--- src/rtl/mvwm_pkg.sv ---
// ============================================================================
// mvwm_pkg: shared types, constants and tables of the wavetable mixer
// Holds the field widths, the sine table, the reciprocal table and the
// control bundles that pass between the sequencer, the lanes and the merge.
// ============================================================================
package mvwm_pkg;

    // Field widths of the stream beats.
    localparam int COUNT_W     = 4;
    localparam int FREQ_W      = 19;
    localparam int SCALE_W     = 32;
    localparam int SAMPLE_W    = 12;
    localparam int NUM_VOICES  = 8;
    localparam int MAX_VOICES  = 8;
    localparam int S_TDATA_W   = 160;
    localparam int M_TDATA_W   = 16;
    localparam int CFG_INDEX_W = 8;
    localparam int CFG_DATA_W  = 32;

    // Phase format: unsigned Q8.16 over a 256-entry table.
    localparam int TABLE_SIZE      = 256;
    localparam int IDX_W           = $clog2(TABLE_SIZE);
    localparam int PHASE_FRAC_BITS = 16;
    localparam int PHASE_W         = IDX_W + PHASE_FRAC_BITS;
    localparam int SCALE_SHIFT     = 20;
    localparam int PROD_W          = FREQ_W + SCALE_W;

    // Division by the voice count is a multiply by a rounded-up reciprocal.
    localparam int RECIP_SHIFT = 16;
    localparam int RECIP_W     = RECIP_SHIFT + 1;
    localparam int DIVP_W      = SAMPLE_W + RECIP_W;

    // Width of a partial sum in the merge stage.
    localparam int SUM_W = SAMPLE_W + $clog2(NUM_VOICES);

    // Configuration registers.
    localparam logic [CFG_INDEX_W-1:0] REG_STEP_SCALE = 8'd0;
    localparam logic [CFG_INDEX_W-1:0] REG_OFF_VALUE  = 8'd1;
    localparam logic [SCALE_W-1:0]     STEP_SCALE_RESET = 32'd16621490;
    localparam logic [SAMPLE_W-1:0]    OFF_VALUE_RESET  = 12'h000;

    typedef enum logic [2:0] {
        ST_IDLE,
        ST_MUL,
        ST_PHASE,
        ST_DIV,
        ST_SUM_A,
        ST_SUM_B,
        ST_HOLD
    } seq_state_t;

    typedef struct packed {
        logic load;
        logic mul;
        logic upd;
        logic div;
    } lane_ctrl_t;

    typedef struct packed {
        logic sum_a;
        logic sum_b;
    } merge_ctrl_t;

    typedef logic [NUM_VOICES-1:0][SAMPLE_W-1:0] quot_vec_t;

    localparam logic [SAMPLE_W-1:0] SINE_ROM [0:TABLE_SIZE-1] = '{
        12'h800, 12'h832, 12'h864, 12'h896, 12'h8c8, 12'h8fa, 12'h92c, 12'h95e,
        12'h98f, 12'h9c0, 12'h9f1, 12'ha22, 12'ha52, 12'ha82, 12'hab1, 12'hae0,
        12'hb0f, 12'hb3d, 12'hb6b, 12'hb98, 12'hbc5, 12'hbf1, 12'hc1c, 12'hc47,
        12'hc71, 12'hc9a, 12'hcc3, 12'hceb, 12'hd12, 12'hd39, 12'hd5f, 12'hd83,
        12'hda7, 12'hdca, 12'hded, 12'he0e, 12'he2e, 12'he4e, 12'he6c, 12'he8a,
        12'hea6, 12'hec1, 12'hedc, 12'hef5, 12'hf0d, 12'hf24, 12'hf3a, 12'hf4f,
        12'hf63, 12'hf76, 12'hf87, 12'hf98, 12'hfa7, 12'hfb5, 12'hfc2, 12'hfcd,
        12'hfd8, 12'hfe1, 12'hfe9, 12'hff0, 12'hff5, 12'hff9, 12'hffd, 12'hffe,
        12'hfff, 12'hffe, 12'hffd, 12'hff9, 12'hff5, 12'hff0, 12'hfe9, 12'hfe1,
        12'hfd8, 12'hfcd, 12'hfc2, 12'hfb5, 12'hfa7, 12'hf98, 12'hf87, 12'hf76,
        12'hf63, 12'hf4f, 12'hf3a, 12'hf24, 12'hf0d, 12'hef5, 12'hedc, 12'hec1,
        12'hea6, 12'he8a, 12'he6c, 12'he4e, 12'he2e, 12'he0e, 12'hded, 12'hdca,
        12'hda7, 12'hd83, 12'hd5f, 12'hd39, 12'hd12, 12'hceb, 12'hcc3, 12'hc9a,
        12'hc71, 12'hc47, 12'hc1c, 12'hbf1, 12'hbc5, 12'hb98, 12'hb6b, 12'hb3d,
        12'hb0f, 12'hae0, 12'hab1, 12'ha82, 12'ha52, 12'ha22, 12'h9f1, 12'h9c0,
        12'h98f, 12'h95e, 12'h92c, 12'h8fa, 12'h8c8, 12'h896, 12'h864, 12'h832,
        12'h800, 12'h7cd, 12'h79b, 12'h769, 12'h737, 12'h705, 12'h6d3, 12'h6a1,
        12'h670, 12'h63f, 12'h60e, 12'h5dd, 12'h5ad, 12'h57d, 12'h54e, 12'h51f,
        12'h4f0, 12'h4c2, 12'h494, 12'h467, 12'h43a, 12'h40e, 12'h3e3, 12'h3b8,
        12'h38e, 12'h365, 12'h33c, 12'h314, 12'h2ed, 12'h2c6, 12'h2a0, 12'h27c,
        12'h258, 12'h235, 12'h212, 12'h1f1, 12'h1d1, 12'h1b1, 12'h193, 12'h175,
        12'h159, 12'h13e, 12'h123, 12'h10a, 12'h0f2, 12'h0db, 12'h0c5, 12'h0b0,
        12'h09c, 12'h089, 12'h078, 12'h067, 12'h058, 12'h04a, 12'h03d, 12'h032,
        12'h027, 12'h01e, 12'h016, 12'h00f, 12'h00a, 12'h006, 12'h002, 12'h001,
        12'h000, 12'h001, 12'h002, 12'h006, 12'h00a, 12'h00f, 12'h016, 12'h01e,
        12'h027, 12'h032, 12'h03d, 12'h04a, 12'h058, 12'h067, 12'h078, 12'h089,
        12'h09c, 12'h0b0, 12'h0c5, 12'h0db, 12'h0f2, 12'h10a, 12'h123, 12'h13e,
        12'h159, 12'h175, 12'h193, 12'h1b1, 12'h1d1, 12'h1f1, 12'h212, 12'h235,
        12'h258, 12'h27c, 12'h2a0, 12'h2c6, 12'h2ed, 12'h314, 12'h33c, 12'h365,
        12'h38e, 12'h3b8, 12'h3e3, 12'h40e, 12'h43a, 12'h467, 12'h494, 12'h4c2,
        12'h4f0, 12'h51f, 12'h54e, 12'h57d, 12'h5ad, 12'h5dd, 12'h60e, 12'h63f,
        12'h670, 12'h6a1, 12'h6d3, 12'h705, 12'h737, 12'h769, 12'h79b, 12'h7cd
    };

    // ceil(2^16 / count). With a 12-bit dividend the truncated product is
    // exact for every count from one to eight.
    function automatic logic [RECIP_W-1:0] recip(input logic [COUNT_W-1:0] count);
        logic [RECIP_W-1:0] r;
        case (count)
            4'd1:    r = 17'd65536;
            4'd2:    r = 17'd32768;
            4'd3:    r = 17'd21846;
            4'd4:    r = 17'd16384;
            4'd5:    r = 17'd13108;
            4'd6:    r = 17'd10923;
            4'd7:    r = 17'd9363;
            4'd8:    r = 17'd8192;
            default: r = '0;
        endcase
        return r;
    endfunction

endpackage

--- src/rtl/mvwm_merge.sv ---
// ============================================================================
// mvwm_merge: sums the voice quotients into one sample
// Two registered levels: two half sums, then the final sum or the off value.
// ============================================================================
module mvwm_merge (
    input  logic                           clk,
    input  mvwm_pkg::merge_ctrl_t          ctrl,
    input  mvwm_pkg::quot_vec_t            quots,
    input  logic                           no_voice,
    input  logic [mvwm_pkg::SAMPLE_W-1:0]  off_value,
    output logic [mvwm_pkg::SAMPLE_W-1:0]  sample
);

    localparam int HALF = mvwm_pkg::NUM_VOICES / 2;

    logic [mvwm_pkg::SUM_W-1:0]    lo_sum;
    logic [mvwm_pkg::SUM_W-1:0]    hi_sum;
    logic [mvwm_pkg::SUM_W-1:0]    lo_reg;
    logic [mvwm_pkg::SUM_W-1:0]    hi_reg;
    logic [mvwm_pkg::SUM_W-1:0]    total;
    logic [mvwm_pkg::SAMPLE_W-1:0] sample_reg;

    always_comb
    begin
        lo_sum = '0;
        hi_sum = '0;
        for (int v = 0; v < mvwm_pkg::NUM_VOICES; v++)
        begin
            if (v < HALF)
                lo_sum = lo_sum + mvwm_pkg::SUM_W'(quots[v]);
            else
                hi_sum = hi_sum + mvwm_pkg::SUM_W'(quots[v]);
        end
    end

    assign total  = lo_reg + hi_reg;
    assign sample = sample_reg;

    always_ff @(posedge clk)
    begin
        if (ctrl.sum_a)
        begin
            lo_reg <= lo_sum;
            hi_reg <= hi_sum;
        end
        if (ctrl.sum_b)
        begin
            sample_reg <= no_voice ? off_value : total[mvwm_pkg::SAMPLE_W-1:0];
        end
    end

endmodule

--- config.mk ---
export PLATFORM = sky130hd
export DESIGN_NAME = mvwm_merge
export DESIGN_NICKNAME = d
export VERILOG_FILES = /design/src/rtl/mvwm_pkg.sv /design/src/rtl/mvwm_merge.sv
export SDC_FILE = /design/constraint.sdc
export NUM_CORES = 1
export LEC_CHECK = 0
export ABC_AREA = 1
export BUFFER_PORTS_ARGS = -buffer_cell sky130_fd_sc_hd__buf_4
export CAP_MARGIN = 20
export CORE_MARGIN = 4
export CORE_UTILIZATION = 40
export DETAILED_ROUTE_END_ITERATION = 8
export GPL_TIMING_DRIVEN = 0
export MAX_ROUTING_LAYER = met4
export SLEW_MARGIN = 20
export SYNTH_ARGS = -nofsm -noshare
export SYNTH_HDL_FRONTEND = slang
export SYNTH_SLANG_ARGS = --single-unit
--- constraint.sdc ---
create_clock -name clk -period 3.9 [get_ports clk]
set_clock_uncertainty 0.05 [all_clocks]
set_input_delay 0.78 -clock clk [delete_from_list [all_inputs] [get_ports clk]]
set_output_delay 0.78 -clock clk [all_outputs]
set_load 0.05 [all_outputs]
Word-level counts from Yosys, hierarchy flattened. Cells that the tools add are included.

Register bits after elaboration: 36. Input bits: 112. Word-level logic and storage cells: 11. Output and inout bits: 12.

Add/sub/neg operators: 7. Muxes and demuxes: 1.

Operators with widths (count): $add 12x12->12 (7); $mux 12 (1).

Logic depth before layout (Yosys ltp).
Depth after elaboration: 3. Depth in mapped cells: 13.

Worst setup path after synthesis. OpenSTA, ideal clock, no wires.

Kind: input to register. Start point: in quots[49] (netlist name). End point: reg hi_reg[7] (netlist name), data pin. Arrival time: 3.015 ns. Setup time: 0.262 ns. Path slack: 0.572 ns. Stages: 10. Path buffers: 0. Cell sequence: inv_1 fa_1 inv_1 fa_1 ha_1 inv_1 fa_1 o21ai_2 a21oi_1 xor2_1.

Word-level cells in the longest chain between the ends: 3.

Ends and longest elaborated chain: from (decl) (line mvwm_merge.sv:8) `input mvwm_pkg::quot_vec_t quots,`; $add 12x12->12 (3 in a row) (line mvwm_merge.sv:32) `hi_sum = hi_sum + mvwm_pkg::SUM_W'(quots[v]);`; via hi_sum, one bit (line mvwm_merge.sv:17) `logic [mvwm_pkg::SUM_W-1:0] hi_sum;`; to (signal assigned) (line mvwm_merge.sv:44) `hi_reg <= hi_sum;`; to (decl) (line mvwm_merge.sv:19) `logic [mvwm_pkg::SUM_W-1:0] hi_reg;`.

The timed path passes the listed nets, and every way through them passes these cells. A chain may end at the register's enable or synchronous reset.

Worst setup path in the final report. Same ends and word-level chain as after synthesis.

==> out/qor.csv <==
stage;metric;value;unit
outcome;status;completed;
floorplanning;number of placed I/O pins;124;
placement;Inst Count DP;792;
synth;synth unique cells;24;
floorplanning;Die H;111;µm
synth;post-synthesis sequential area ratio;0.254;
final_layout;Layout area overhead;28.3;%
final_layout;layout cells sized above 1;0.214;
pwr;Power Density;531;nW/µm²
final_layout;Final Util;0.529;
global_routing;largest net degree at the start of global routing;25;
setup_path;Crit path arrival time;3.32;ns
setup_path;type of the worst setup path;input pin to register;
timing;final setup vio count;0;
synth;post-synthesis sequential element count;36;
clock_network;CTS buffer count;5;
synth;Syn Inst Count;533;
synth;Post-synth EDFFs;36;
synth;Most used DFF post-synth;edfxtp_1;
final_layout;fin nets;853;
synth;dominant cell type by area after synthesis;edfxtp_1;
synth;count leader, synth;inv_1;
drt;wirelength, routed;8.75;mm
timing;fin crit period;3.34;ns
timing;Final period util;0.857;
drt;drc violations;0;
timing;Final Hold Viols;0;
clock_network;clock sink count;36;
clock_network;post-CTS setup buffer count;0;
synth;post-synthesis async set-or-reset flop share;0;
drt;drt initial violations;110;
global_routing;first-pass GRT wire length;15.8;mm
timing;hold slack;0.630;ns
setup_path;crit end category;register;
clock_network;CTS H-Tree Depth;2;
drt;DRT Pass-1 Iters;4;
synth;Post-Syn Area;4260;µm²
synth;synth cell count leaders;inv_1, nand2_1, fa_1;
global_routing;Total Routing Usage GR;0.154;
placement;Place WS;0.240;ns
global_routing;vias in the first global route;3628;
global_routing;GRT overflow;0;
timing;max-slew violations;0;
timing;Worst slew margin;0.755;
pwr;Max VDD drop;0.243;mV
synth;largest cells by area after synthesis;edfxtp_1, fa_1, inv_1;
timing;Max Fclk;299;MHz
setup_path;Worst Setup Start Kind;input pin;
clock_network;Gates resized, CTS repair;0;
drt;Post-DRT Antenna Nets;0;
floorplanning;die area;12400;µm²
clock_network;clock latency at the later pin of the worst-skew pair;0.29;ns
clock_network;clock buffer depth;2;
floorplanning;die width;111;µm
timing;RSZ-0062 raised after global routing;false;
drt;WL/cell;10.9;µm
clock_network;clock transition at the registers of the reported paths;0.07;ns
setup_path;Worst EP required;3.88;ns
clock_network;root buffer cell;clkbuf_8;
floorplanning;Initial Util;0.412;
pwr;leak pwr;3.09;nW
drt;Vias;3519;
placement;hpwl dp;7.88;mm
clock_network;Post-CTS Hold Fix Bufs;0;
clock_network;CTS tree;built;
timing;Fin Setup TNS;0;ns
min_path;Hold WC Path Type;register to register;
synth;mean post-synth cell area;7.98;µm²
synth;share of the synthesized area in the top cell type;0.254;
floorplanning;Core Footprint;10300;µm²
synth;warning count from the yosys run;0;
placement;gpl congestion;0.820;
setup_path;Max FO, Critical Path;3;
timing;final setup margin;0.556;ns
timing;Tightest Pin Transition;0.364;ns
run;max cap viols;0;
global_routing;initial antenna violation count;0;
final_layout;# diodes;0;
final_layout;Non-Filler Instances;800;
floorplanning;# rows;37;
drt;number of vias per cell;4.40;
synth;Synthesized Nets;723;
placement;Port Buffer Count;123;
==> power breakdown <==
group          switching (mW)  total (mW)  internal [mW]
Combinational            1.14        1.87          0.728
Clock                   0.137       0.326          0.189
Sequential             0.0556       0.703          0.647
==> layout by cell type, fill, tap and decap left out <==
master,Yosys,final
a21o_1,2,2
a21oi_1,18,18
a21oi_2,2,2
a31oi_1,3,3
buf_2,1,1
buf_4,0,123
bufinv_16,0,1
clkbuf_1,1,1
clkbuf_8,0,5
clkinv_2,0,1
clkinvlp_4,0,1
edfxtp_1,36,36
fa_1,45,45
ha_1,33,33
inv_1,174,174
nand2_1,110,110
nand3_1,29,29
nand3_2,2,2
nand4_1,8,8
nor2_1,21,21
nor3_1,2,2
o21ai_0,11,11
o21ai_1,1,1
o21ai_2,4,4
o21bai_1,4,4
or2_1,3,3
or2_2,2,2
xnor2_1,7,7
xor2_1,14,14
==> cells by family (layout without fill, tap and decap cells) <==
group / after synthesis / count (layout) / synth area share
adders and majority gates: 78 / 78 / 0.309
buffers and inverters: 176 / 307 / 0.156
and+or+nand+nor: 177 / 177 / 0.176
DFF: 36 / 36 / 0.254
xor gates and xnor gates: 21 / 21 / 0.0432
AOI/OAI and AO/OA: 45 / 45 / 0.0626
==> layout make-up <==
type	instances	area, µm²
clock inverters	3	42.5
plain buffers	2	8.76
clock buffers	5	68.8
well taps	136	170
inverters	174	653
fillers	1016	4860
multi-input cells	321	2510
flip-flops and latches	36	1080
repair buffers	123	923
==> per-layer routing <==
metal / routed length (µm) / GRT usage / share of wire / vias to the layer above
li1: - / - / - / 1860
met1: 3840 / 0.194 / 0.44 / 1567
met2: 4310 / 0.258 / 0.49 / 79
met3: 393 / 0.0246 / 0.045 / 13
met4: 201 / 0.0462 / 0.023 / 0
met5: 0 / - / 0 / -
==> critical path, cell delays in order <==
cell and delay, ns:
buf_4 0.08, inv_1 0.05, fa_1 0.54, inv_1 0.05, fa_1 0.48, ha_1 0.24
inv_1 0.12, fa_1 0.51, o21ai_2 0.23, a21oi_1 0.10, xor2_1 0.15
==> path summary, 6_finish.rpt <==
path / startpoint / to / slack [ns] / cells after the start
worst max-delay path: quots[49] / hi_reg[7] / 0.56 / 11
worst min-delay path: hi_reg[0] / sample[0] / 0.63 / 3
worst max register to register: lo_reg[0] / sample[8] / 1.82 / 11
worst min register to register: hi_reg[0] / sample[0] / 0.63 / 3
==> stage by stage <==
stage	power [mW]	cell area, µm²
3_3_place_gp	2.58	5350
3_5_place_dp	2.60	5350
2_1_floorplan	2.12	4260
4_1_cts	2.94	5460
5_1_grt	3.26	5460
6_report	2.90	5460
(Power assumes the default switching activity.)
