**config.mk**
```make
export PLATFORM = sky130hd
export DESIGN_NAME = mvwm_lane
export DESIGN_NICKNAME = d
export VERILOG_FILES = /design/src/rtl/mvwm_pkg.sv /design/src/rtl/mvwm_lane.sv
export SDC_FILE = /design/constraint.sdc
export NUM_CORES = 2
export LEC_CHECK = 0
export ABC_AREA = 1
export BUFFER_PORTS_ARGS = -buffer_cell sky130_fd_sc_hd__buf_4
export CAP_MARGIN = 20
export CORE_ASPECT_RATIO = 1.75
export CORE_MARGIN = 1.5
export CORE_UTILIZATION = 60
export CTS_CLUSTER_DIAMETER = 50
export DETAILED_ROUTE_END_ITERATION = 16
export PLACE_DENSITY = 0.77
export SETUP_SLACK_MARGIN = 0.02
export SYNTH_ARGS = -nofsm -noshare
export SYNTH_HDL_FRONTEND = slang
export SYNTH_SLANG_ARGS = --single-unit
```
**constraint.sdc**
```tcl
create_clock -name clk -period 11.3 [get_ports clk]
set_input_delay 1.695 -clock clk [delete_from_list [all_inputs] [get_ports clk]]
set_output_delay 1.695 -clock clk [all_outputs]
set_load 0.05 [all_outputs]
```
**src/rtl/mvwm_pkg.sv**
```systemverilog
// ============================================================================
// mvwm_pkg: shared types, constants and tables of the wavetable mixer
// Holds the field widths, the sine table, the reciprocal table and the
// control bundles that pass between the sequencer, the lanes and the merge.
// ============================================================================
package mvwm_pkg;

    // Field widths of the stream beats.
    localparam int COUNT_W     = 4;
    localparam int FREQ_W      = 19;
    localparam int SCALE_W     = 32;
    localparam int SAMPLE_W    = 12;
    localparam int NUM_VOICES  = 8;
    localparam int MAX_VOICES  = 8;
    localparam int S_TDATA_W   = 160;
    localparam int M_TDATA_W   = 16;
    localparam int CFG_INDEX_W = 8;
    localparam int CFG_DATA_W  = 32;

    // Phase format: unsigned Q8.16 over a 256-entry table.
    localparam int TABLE_SIZE      = 256;
    localparam int IDX_W           = $clog2(TABLE_SIZE);
    localparam int PHASE_FRAC_BITS = 16;
    localparam int PHASE_W         = IDX_W + PHASE_FRAC_BITS;
    localparam int SCALE_SHIFT     = 20;
    localparam int PROD_W          = FREQ_W + SCALE_W;

    // Division by the voice count is a multiply by a rounded-up reciprocal.
    localparam int RECIP_SHIFT = 16;
    localparam int RECIP_W     = RECIP_SHIFT + 1;
    localparam int DIVP_W      = SAMPLE_W + RECIP_W;

    // Width of a partial sum in the merge stage.
    localparam int SUM_W = SAMPLE_W + $clog2(NUM_VOICES);

    // Configuration registers.
    localparam logic [CFG_INDEX_W-1:0] REG_STEP_SCALE = 8'd0;
    localparam logic [CFG_INDEX_W-1:0] REG_OFF_VALUE  = 8'd1;
    localparam logic [SCALE_W-1:0]     STEP_SCALE_RESET = 32'd16621490;
    localparam logic [SAMPLE_W-1:0]    OFF_VALUE_RESET  = 12'h000;

    typedef enum logic [2:0] {
        ST_IDLE,
        ST_MUL,
        ST_PHASE,
        ST_DIV,
        ST_SUM_A,
        ST_SUM_B,
        ST_HOLD
    } seq_state_t;

    typedef struct packed {
        logic load;
        logic mul;
        logic upd;
        logic div;
    } lane_ctrl_t;

    typedef struct packed {
        logic sum_a;
        logic sum_b;
    } merge_ctrl_t;

    typedef logic [NUM_VOICES-1:0][SAMPLE_W-1:0] quot_vec_t;

    localparam logic [SAMPLE_W-1:0] SINE_ROM [0:TABLE_SIZE-1] = '{
        12'h800, 12'h832, 12'h864, 12'h896, 12'h8c8, 12'h8fa, 12'h92c, 12'h95e,
        12'h98f, 12'h9c0, 12'h9f1, 12'ha22, 12'ha52, 12'ha82, 12'hab1, 12'hae0,
        12'hb0f, 12'hb3d, 12'hb6b, 12'hb98, 12'hbc5, 12'hbf1, 12'hc1c, 12'hc47,
        12'hc71, 12'hc9a, 12'hcc3, 12'hceb, 12'hd12, 12'hd39, 12'hd5f, 12'hd83,
        12'hda7, 12'hdca, 12'hded, 12'he0e, 12'he2e, 12'he4e, 12'he6c, 12'he8a,
        12'hea6, 12'hec1, 12'hedc, 12'hef5, 12'hf0d, 12'hf24, 12'hf3a, 12'hf4f,
        12'hf63, 12'hf76, 12'hf87, 12'hf98, 12'hfa7, 12'hfb5, 12'hfc2, 12'hfcd,
        12'hfd8, 12'hfe1, 12'hfe9, 12'hff0, 12'hff5, 12'hff9, 12'hffd, 12'hffe,
        12'hfff, 12'hffe, 12'hffd, 12'hff9, 12'hff5, 12'hff0, 12'hfe9, 12'hfe1,
        12'hfd8, 12'hfcd, 12'hfc2, 12'hfb5, 12'hfa7, 12'hf98, 12'hf87, 12'hf76,
        12'hf63, 12'hf4f, 12'hf3a, 12'hf24, 12'hf0d, 12'hef5, 12'hedc, 12'hec1,
        12'hea6, 12'he8a, 12'he6c, 12'he4e, 12'he2e, 12'he0e, 12'hded, 12'hdca,
        12'hda7, 12'hd83, 12'hd5f, 12'hd39, 12'hd12, 12'hceb, 12'hcc3, 12'hc9a,
        12'hc71, 12'hc47, 12'hc1c, 12'hbf1, 12'hbc5, 12'hb98, 12'hb6b, 12'hb3d,
        12'hb0f, 12'hae0, 12'hab1, 12'ha82, 12'ha52, 12'ha22, 12'h9f1, 12'h9c0,
        12'h98f, 12'h95e, 12'h92c, 12'h8fa, 12'h8c8, 12'h896, 12'h864, 12'h832,
        12'h800, 12'h7cd, 12'h79b, 12'h769, 12'h737, 12'h705, 12'h6d3, 12'h6a1,
        12'h670, 12'h63f, 12'h60e, 12'h5dd, 12'h5ad, 12'h57d, 12'h54e, 12'h51f,
        12'h4f0, 12'h4c2, 12'h494, 12'h467, 12'h43a, 12'h40e, 12'h3e3, 12'h3b8,
        12'h38e, 12'h365, 12'h33c, 12'h314, 12'h2ed, 12'h2c6, 12'h2a0, 12'h27c,
        12'h258, 12'h235, 12'h212, 12'h1f1, 12'h1d1, 12'h1b1, 12'h193, 12'h175,
        12'h159, 12'h13e, 12'h123, 12'h10a, 12'h0f2, 12'h0db, 12'h0c5, 12'h0b0,
        12'h09c, 12'h089, 12'h078, 12'h067, 12'h058, 12'h04a, 12'h03d, 12'h032,
        12'h027, 12'h01e, 12'h016, 12'h00f, 12'h00a, 12'h006, 12'h002, 12'h001,
        12'h000, 12'h001, 12'h002, 12'h006, 12'h00a, 12'h00f, 12'h016, 12'h01e,
        12'h027, 12'h032, 12'h03d, 12'h04a, 12'h058, 12'h067, 12'h078, 12'h089,
        12'h09c, 12'h0b0, 12'h0c5, 12'h0db, 12'h0f2, 12'h10a, 12'h123, 12'h13e,
        12'h159, 12'h175, 12'h193, 12'h1b1, 12'h1d1, 12'h1f1, 12'h212, 12'h235,
        12'h258, 12'h27c, 12'h2a0, 12'h2c6, 12'h2ed, 12'h314, 12'h33c, 12'h365,
        12'h38e, 12'h3b8, 12'h3e3, 12'h40e, 12'h43a, 12'h467, 12'h494, 12'h4c2,
        12'h4f0, 12'h51f, 12'h54e, 12'h57d, 12'h5ad, 12'h5dd, 12'h60e, 12'h63f,
        12'h670, 12'h6a1, 12'h6d3, 12'h705, 12'h737, 12'h769, 12'h79b, 12'h7cd
    };

    // ceil(2^16 / count). With a 12-bit dividend the truncated product is
    // exact for every count from one to eight.
    function automatic logic [RECIP_W-1:0] recip(input logic [COUNT_W-1:0] count);
        logic [RECIP_W-1:0] r;
        case (count)
            4'd1:    r = 17'd65536;
            4'd2:    r = 17'd32768;
            4'd3:    r = 17'd21846;
            4'd4:    r = 17'd16384;
            4'd5:    r = 17'd13108;
            4'd6:    r = 17'd10923;
            4'd7:    r = 17'd9363;
            4'd8:    r = 17'd8192;
            default: r = '0;
        endcase
        return r;
    endfunction

endpackage

```
**src/rtl/mvwm_lane.sv**
```systemverilog
// ============================================================================
// mvwm_lane: one voice of the mixer
// Multiplies the frequency by the step scale, advances and wraps the phase,
// reads the sine table and divides the entry by the active voice count.
// ============================================================================
module mvwm_lane (
    input  logic                           clk,
    input  logic                           rst_n,
    input  mvwm_pkg::lane_ctrl_t           ctrl,
    input  logic                           active,
    input  logic [mvwm_pkg::FREQ_W-1:0]    freq,
    input  logic [mvwm_pkg::SCALE_W-1:0]   step_scale,
    input  logic [mvwm_pkg::RECIP_W-1:0]   recip,
    output logic [mvwm_pkg::SAMPLE_W-1:0]  quot
);

    logic                             active_reg;
    logic [mvwm_pkg::FREQ_W-1:0]      freq_reg;
    logic [mvwm_pkg::PHASE_W-1:0]     inc_reg;
    logic [mvwm_pkg::PHASE_W-1:0]     phase_reg;
    logic [mvwm_pkg::PHASE_W-1:0]     phase_next;
    logic [mvwm_pkg::SAMPLE_W-1:0]    entry_reg;
    logic [mvwm_pkg::SAMPLE_W-1:0]    quot_reg;
    logic [mvwm_pkg::PROD_W-1:0]      prod;
    logic [mvwm_pkg::DIVP_W-1:0]      divp;

    assign prod       = mvwm_pkg::PROD_W'(freq_reg) * mvwm_pkg::PROD_W'(step_scale);
    // The add wraps at the phase width, which is the table length in phase units.
    assign phase_next = phase_reg + inc_reg;
    assign divp       = mvwm_pkg::DIVP_W'(entry_reg) * mvwm_pkg::DIVP_W'(recip);
    assign quot       = quot_reg;

    always_ff @(posedge clk or negedge rst_n)
    begin
        if (!rst_n)
        begin
            phase_reg  <= '0;
            active_reg <= 1'b0;
        end
        else
        begin
            if (ctrl.load)
            begin
                active_reg <= active;
            end
            if (ctrl.upd && active_reg)
            begin
                phase_reg <= phase_next;
            end
        end
    end

    always_ff @(posedge clk)
    begin
        if (ctrl.load)
        begin
            freq_reg <= freq;
        end
        if (ctrl.mul)
        begin
            inc_reg <= prod[mvwm_pkg::SCALE_SHIFT +: mvwm_pkg::PHASE_W];
        end
        if (ctrl.upd)
        begin
            entry_reg <= mvwm_pkg::SINE_ROM[phase_next[mvwm_pkg::PHASE_W-1 -: mvwm_pkg::IDX_W]];
        end
        if (ctrl.div)
        begin
            quot_reg <= active_reg ? divp[mvwm_pkg::RECIP_SHIFT +: mvwm_pkg::SAMPLE_W] : '0;
        end
    end

`ifndef SYNTHESIS
    // A voice that is not active this tick keeps its phase.
    a_idle_phase_holds: assert property (@(posedge clk) disable iff (!rst_n)
        (ctrl.upd && !active_reg) |=> $stable(phase_reg))
        else $error("inactive voice phase changed");
`endif

endmodule

```
Yosys cells after proc, flatten, opt, wreduce, memory -nomap -nowiden --
Memory sizes are Yosys's and may differ from the RTL's. A register that Yosys moved wholly into a read port is not among the register bits. Index checks and enable logic that the tools add are counted.
Operators by class: bitwise operators 1, equality and inequality tests 0, $add $sub $neg 1, divide/modulo/power cells 0, $lt $le $gt $ge 0, multipliers 2, reductions and logical operators 1, shift-type cells 0, multiplexer cells 0
Operators by type and width (number):
- multiplier 19 x 32 -> 44 bit | 1
- multiplier 12 x 17 -> 28 bit | 1
- adder 24 bit | 1
- inverter 8 -> 9 bit | 1
- logical AND 1 bit | 1
Word-level totals: bits in read-only memories 3072, logic and storage cells 11, memories 1, register bits after elaboration 80, output and inout bits 12, bits in latches 0, input bits 75, bits in writable memories 0
Memories:
- (name not given) | words 256, bits a word 12, rd ports 1, clocked after memory_dff 1, wr ports 0, line mvwm_lane.sv:65 | entry_reg <= mvwm_pkg::SINE_ROM[phase_next[mvwm_pkg::PHASE_W-1 -: mvwm_pkg::IDX_W]];

Longest topological paths before layout --
depth in word-level cells 2, gate-level depth with buffers 26, mapped depth without buffers 25

Worst setup path after synthesis --
Ideal clock, no wire load.
kind input to register, from input port step_scale[7] (netlist bit), to register inc_reg[17] (netlist bit) (data pin), data required time 11.038 ns, setup slack 3.874 ns, buffers on the path 2, stages 24, library setup time 0.262 ns, arrival 7.163 ns, path through clkbuf_1 -> clkbuf_1 -> nand2_1 -> fa_1 -> inv_1 -> fa_1 -> inv_1 -> fa_1 -> inv_1 -> fa_1 -> fa_1 -> inv_1 -> fa_1 -> inv_1 -> ha_1 -> nand2_1 -> nor2_1 -> inv_1 -> nor4_1 -> a21oi_1 -> o21ai_0 -> a21boi_0 -> o21bai_1 -> xor2_1
On the way: longest elaborated chain between the ends 1
RTL lines:
- start, declared | line mvwm_lane.sv:12 | input logic [mvwm_pkg::SCALE_W-1:0] step_scale,
- multiplier 19 x 32 -> 44 bit | line mvwm_lane.sv:27 | assign prod = mvwm_pkg::PROD_W'(freq_reg) * mvwm_pkg::PROD_W'(step_scale);
- named net prod (one bit) | line mvwm_lane.sv:24 | logic [mvwm_pkg::PROD_W-1:0] prod;
- end signal, assigned | line mvwm_lane.sv:61 | inc_reg <= prod[mvwm_pkg::SCALE_SHIFT +: mvwm_pkg::PHASE_W];
- end, declared | line mvwm_lane.sv:19 | logic [mvwm_pkg::PHASE_W-1:0] inc_reg;
The timed path passes the listed nets, and every way through them passes these cells. A chain may end at the register's enable or synchronous reset.

Worst setup path after layout --
from input port step_scale[11] (netlist bit), to register inc_reg[18] (netlist bit) (data pin)
The elaborated chain is that of the path after synthesis.

==> results.yml <==
timing:
  fin_tns_setup_ns: 0
  hold_violations: 0
  slew_headroom_pct: 28.90
  slew_viol_final: 0
  maxClockFrequency_mhz: 139.8
  setup_viol: 0
  worst_pin_slew_ns: 1.065
  rsz0062_at_grt: "false"
  hold_ws_ns: 0.4852
  finClkSkew_ns: 0.01642
  min_period_over_period_pct: 63.30
  fin_ws_ns: 4.147
  min_period_ns: 7.153
die:
  die_area_sq_um: 56230
  dieWidth_microns: 179.9
  coreArea_sq_um: 54150
  die_h_microns: 312.6
  start_util_pct: 60.68
  placementRows: 113
  num_io_pins: 87
synth:
  synth.mux.area_fraction_pct: 0
  post_synth_instance_area_sq_um: 32860
  yosys.area_share.adder_pct: 46.49
  synth_top_family_by_area: "adder cells"
  yosysSeqAreaShare_pct: 8.027
  synth_compound_area_share_pct: 5.133
  synth-xor-area-share_pct: 1.763
  synth_warnings: 0
  ys_ff_latch: 92
  yosys.area_share.simple_pct: 21.59
  synth_edf_count: 67
  ys.flop_type: "edfxtp_1"
  ys_async_sr_fraction_pct: 27.17
  syn_inst: 4514
  synth_nets: 5427
  avgSynthCellArea_sq_um: 7.279
  synth_cell_types: 47
clock_network:
  cts_tree: "yes"
  htreeDepth: 3
  ctsRootBufferMaster: "clkbuf_16"
  cts.sinks: 92
  ctsLongestPathBuffers: 2
  hold_buffers: 0
  cts_made_buffers: 9
  ctsResizeCount: 0
  clk_latency_ns: 0.40
  postCtsSetupBuffers: 0
  clkSlewWorstSetupHoldPaths_ns: 0.06
setup_path:
  max_stage_delay_ns: 0.55
  worstPathArrival_ns: 7.27
  critPathKind: "in2reg"
  crit_fanout: 19
  reg2reg_slack_ns: 4.64
  rr_worst_depth: 21
  start_kind: "input port"
  path_cells: "buf_4 > nand2_1 > inv_1 > fa_1 > fa_1 > inv_1 > fa_1 > inv_1 > fa_1 > fa_1 > inv_1 > fa_1 > inv_1 > ha_1 > a21oi_1 > inv_1 > a31oi_1 > o21ai_0 > inv_1 > nand2_1 > a21oi_1 > o21ai_0 > xor2_1"
  crit_top_cell: "inv_1"
  slowest_stage: "fa_1"
  endpoint_kind: "flop"
  worstPathRequired_ns: 11.41
min_path:
  hold_depth: 2
  hold_class: "reg2reg"
routing:
  post_drt_wl_per_cell_microns: 19.71
  first_iter_violations: 1985
  via_per_inst: 5.617
  ant_nets: 0
  routed_wl_microns: 101000
  vias: 28789
  drc: 0
  firstDrtPassIters: 6
global_route:
  grt.overflow.total: 0
  grt_start_max_net_pins: 74
  grt_use_total_pct: 37.20
  grt_pass1_vias: 31426
  grt_pass1_wl_microns: 160300
  antenna_found_initial: 2
placed_design:
  io_buffers: 86
  dp.cells: 5106
  dp_slack_ns: 3.730
  place_hpwl_microns: 79670
  place_congestion: 1.009
run_status:
  status: "complete, no violations"
cells_and_area:
  fillers: 4994
  final_cell_mix: "nand2_1 (1313), inv_1 (1244), fa_1 (638)"
  nets: 5341
  fin_cells: 5125
  final_common_cell: "nand2_1"
  drive_gt1_share_pct: 3.880
  area_growth_pct: 3.469
job:
  timing.max_cap.violations: 0
[layout make-up]
type / count / area (sq um) / share of cell area, %
diodes: 2 / 5.005 / 0.01472
clock buffers: 10 / 229.0 / 0.6735
clock inverters: 6 / 87.58 / 0.2576
inverters: 1252 / 4700 / 13.82
multi-input cells: 2961 / 24630 / 72.46
flip-flops and latches: 92 / 2638 / 7.758
well taps: 690 / 863.3 / 2.539
repair buffers: 112 / 840.8 / 2.473
[synthesized netlist by cell type (2+ instances only)]
| cell type | n | share of area [%] |
|---|---|---|
| dfrtp_1 | 25 | 1.9 |
| fa_1 | 638 | 39 |
| o21ai_1 | 12 | 0.18 |
| o2111ai_1 | 2 | 0.053 |
| clkbuf_1 | 155 | 1.8 |
| o21bai_1 | 10 | 0.23 |
| nor2_1 | 163 | 1.9 |
| xnor2_1 | 27 | 0.72 |
| a31oi_1 | 28 | 0.53 |
| nand2_2 | 15 | 0.29 |
| xor2_4 | 2 | 0.17 |
| nand4_1 | 23 | 0.44 |
| a211oi_1 | 4 | 0.091 |
| nand2_1 | 1313 | 15 |
| nand3b_1 | 3 | 0.069 |
| a21oi_1 | 119 | 1.8 |
| ha_1 | 200 | 7.6 |
| buf_1 | 15 | 0.17 |
| inv_2 | 8 | 0.091 |
| buf_2 | 24 | 0.37 |
| nor2_2 | 4 | 0.076 |
| edfxtp_1 | 67 | 6.1 |
| nand3_2 | 5 | 0.15 |
| nor4_1 | 6 | 0.11 |
| o21a_1 | 11 | 0.25 |
| xor2_1 | 31 | 0.83 |
| nand2_4 | 4 | 0.14 |
| buf_6 | 4 | 0.14 |
| o21ai_0 | 94 | 1.4 |
| buf_4 | 11 | 0.25 |
| a221oi_1 | 2 | 0.053 |
| o31ai_1 | 4 | 0.091 |
| o211ai_1 | 7 | 0.16 |
| nand3_1 | 205 | 3.1 |
| inv_1 | 1244 | 14 |
| nor3_1 | 14 | 0.21 |
| a21o_1 | 5 | 0.11 |
[through the flow]
stage / cell area (sq um) / util, %
floorplan: 32860 / -
global placement: 33670 / 62.17
detailed placement: 33670 / 62.17
CTS: 33980 / 62.76
global route: 34000 / 62.78
finish: 34000 / 62.78
[worst paths after layout]
kind / startpoint / to
worst max-delay path: step_scale[11] / inc_reg[18]$_DFFE_PP_
max in group asynchronous: rst_n / phase_reg[0]$_DFFE_PN0P_
worst min-delay path: phase_reg[0]$_DFFE_PN0P_ / phase_reg[0]$_DFFE_PN0P_
min in group asynchronous: rst_n / phase_reg[17]$_DFFE_PN0P_
worst min register to register: phase_reg[0]$_DFFE_PN0P_ / phase_reg[0]$_DFFE_PN0P_
worst max register to register: freq_reg[6]$_DFFE_PP_ / inc_reg[23]$_DFFE_PP_
[metal layers]
metal	up-vias	wire length, microns	global-route usage (%)
met5	-	0	0
met3	560	6635	4.964
met1	13915	31840	36.98
met2	1434	52780	68.22
met4	0	9768	31.19
li1	12880	-	-
[logic make-up after synthesis]
| group | Yosys count |
|---|---|
| DFF | 92 |
| adders and majority gates | 838 |
| xor gates and xnor gates | 61 |
| AOI/OAI and AO/OA | 303 |
| and+or+nand+nor | 1759 |
| buffers and inverters | 1461 |
[worst max-delay path: cells and delay by family]
family,cells,cell delay (ns)
adders and majority gates,7,3.33
xor gates and xnor gates,1,0.20
and+or+nand+nor,2,0.13
AOI/OAI and AO/OA,5,1.19
buffers and inverters,8,0.69
Power is left out: the tool's default activity adds up to more than one toggle a clock period on the data nets, which glitch-free logic cannot reach.
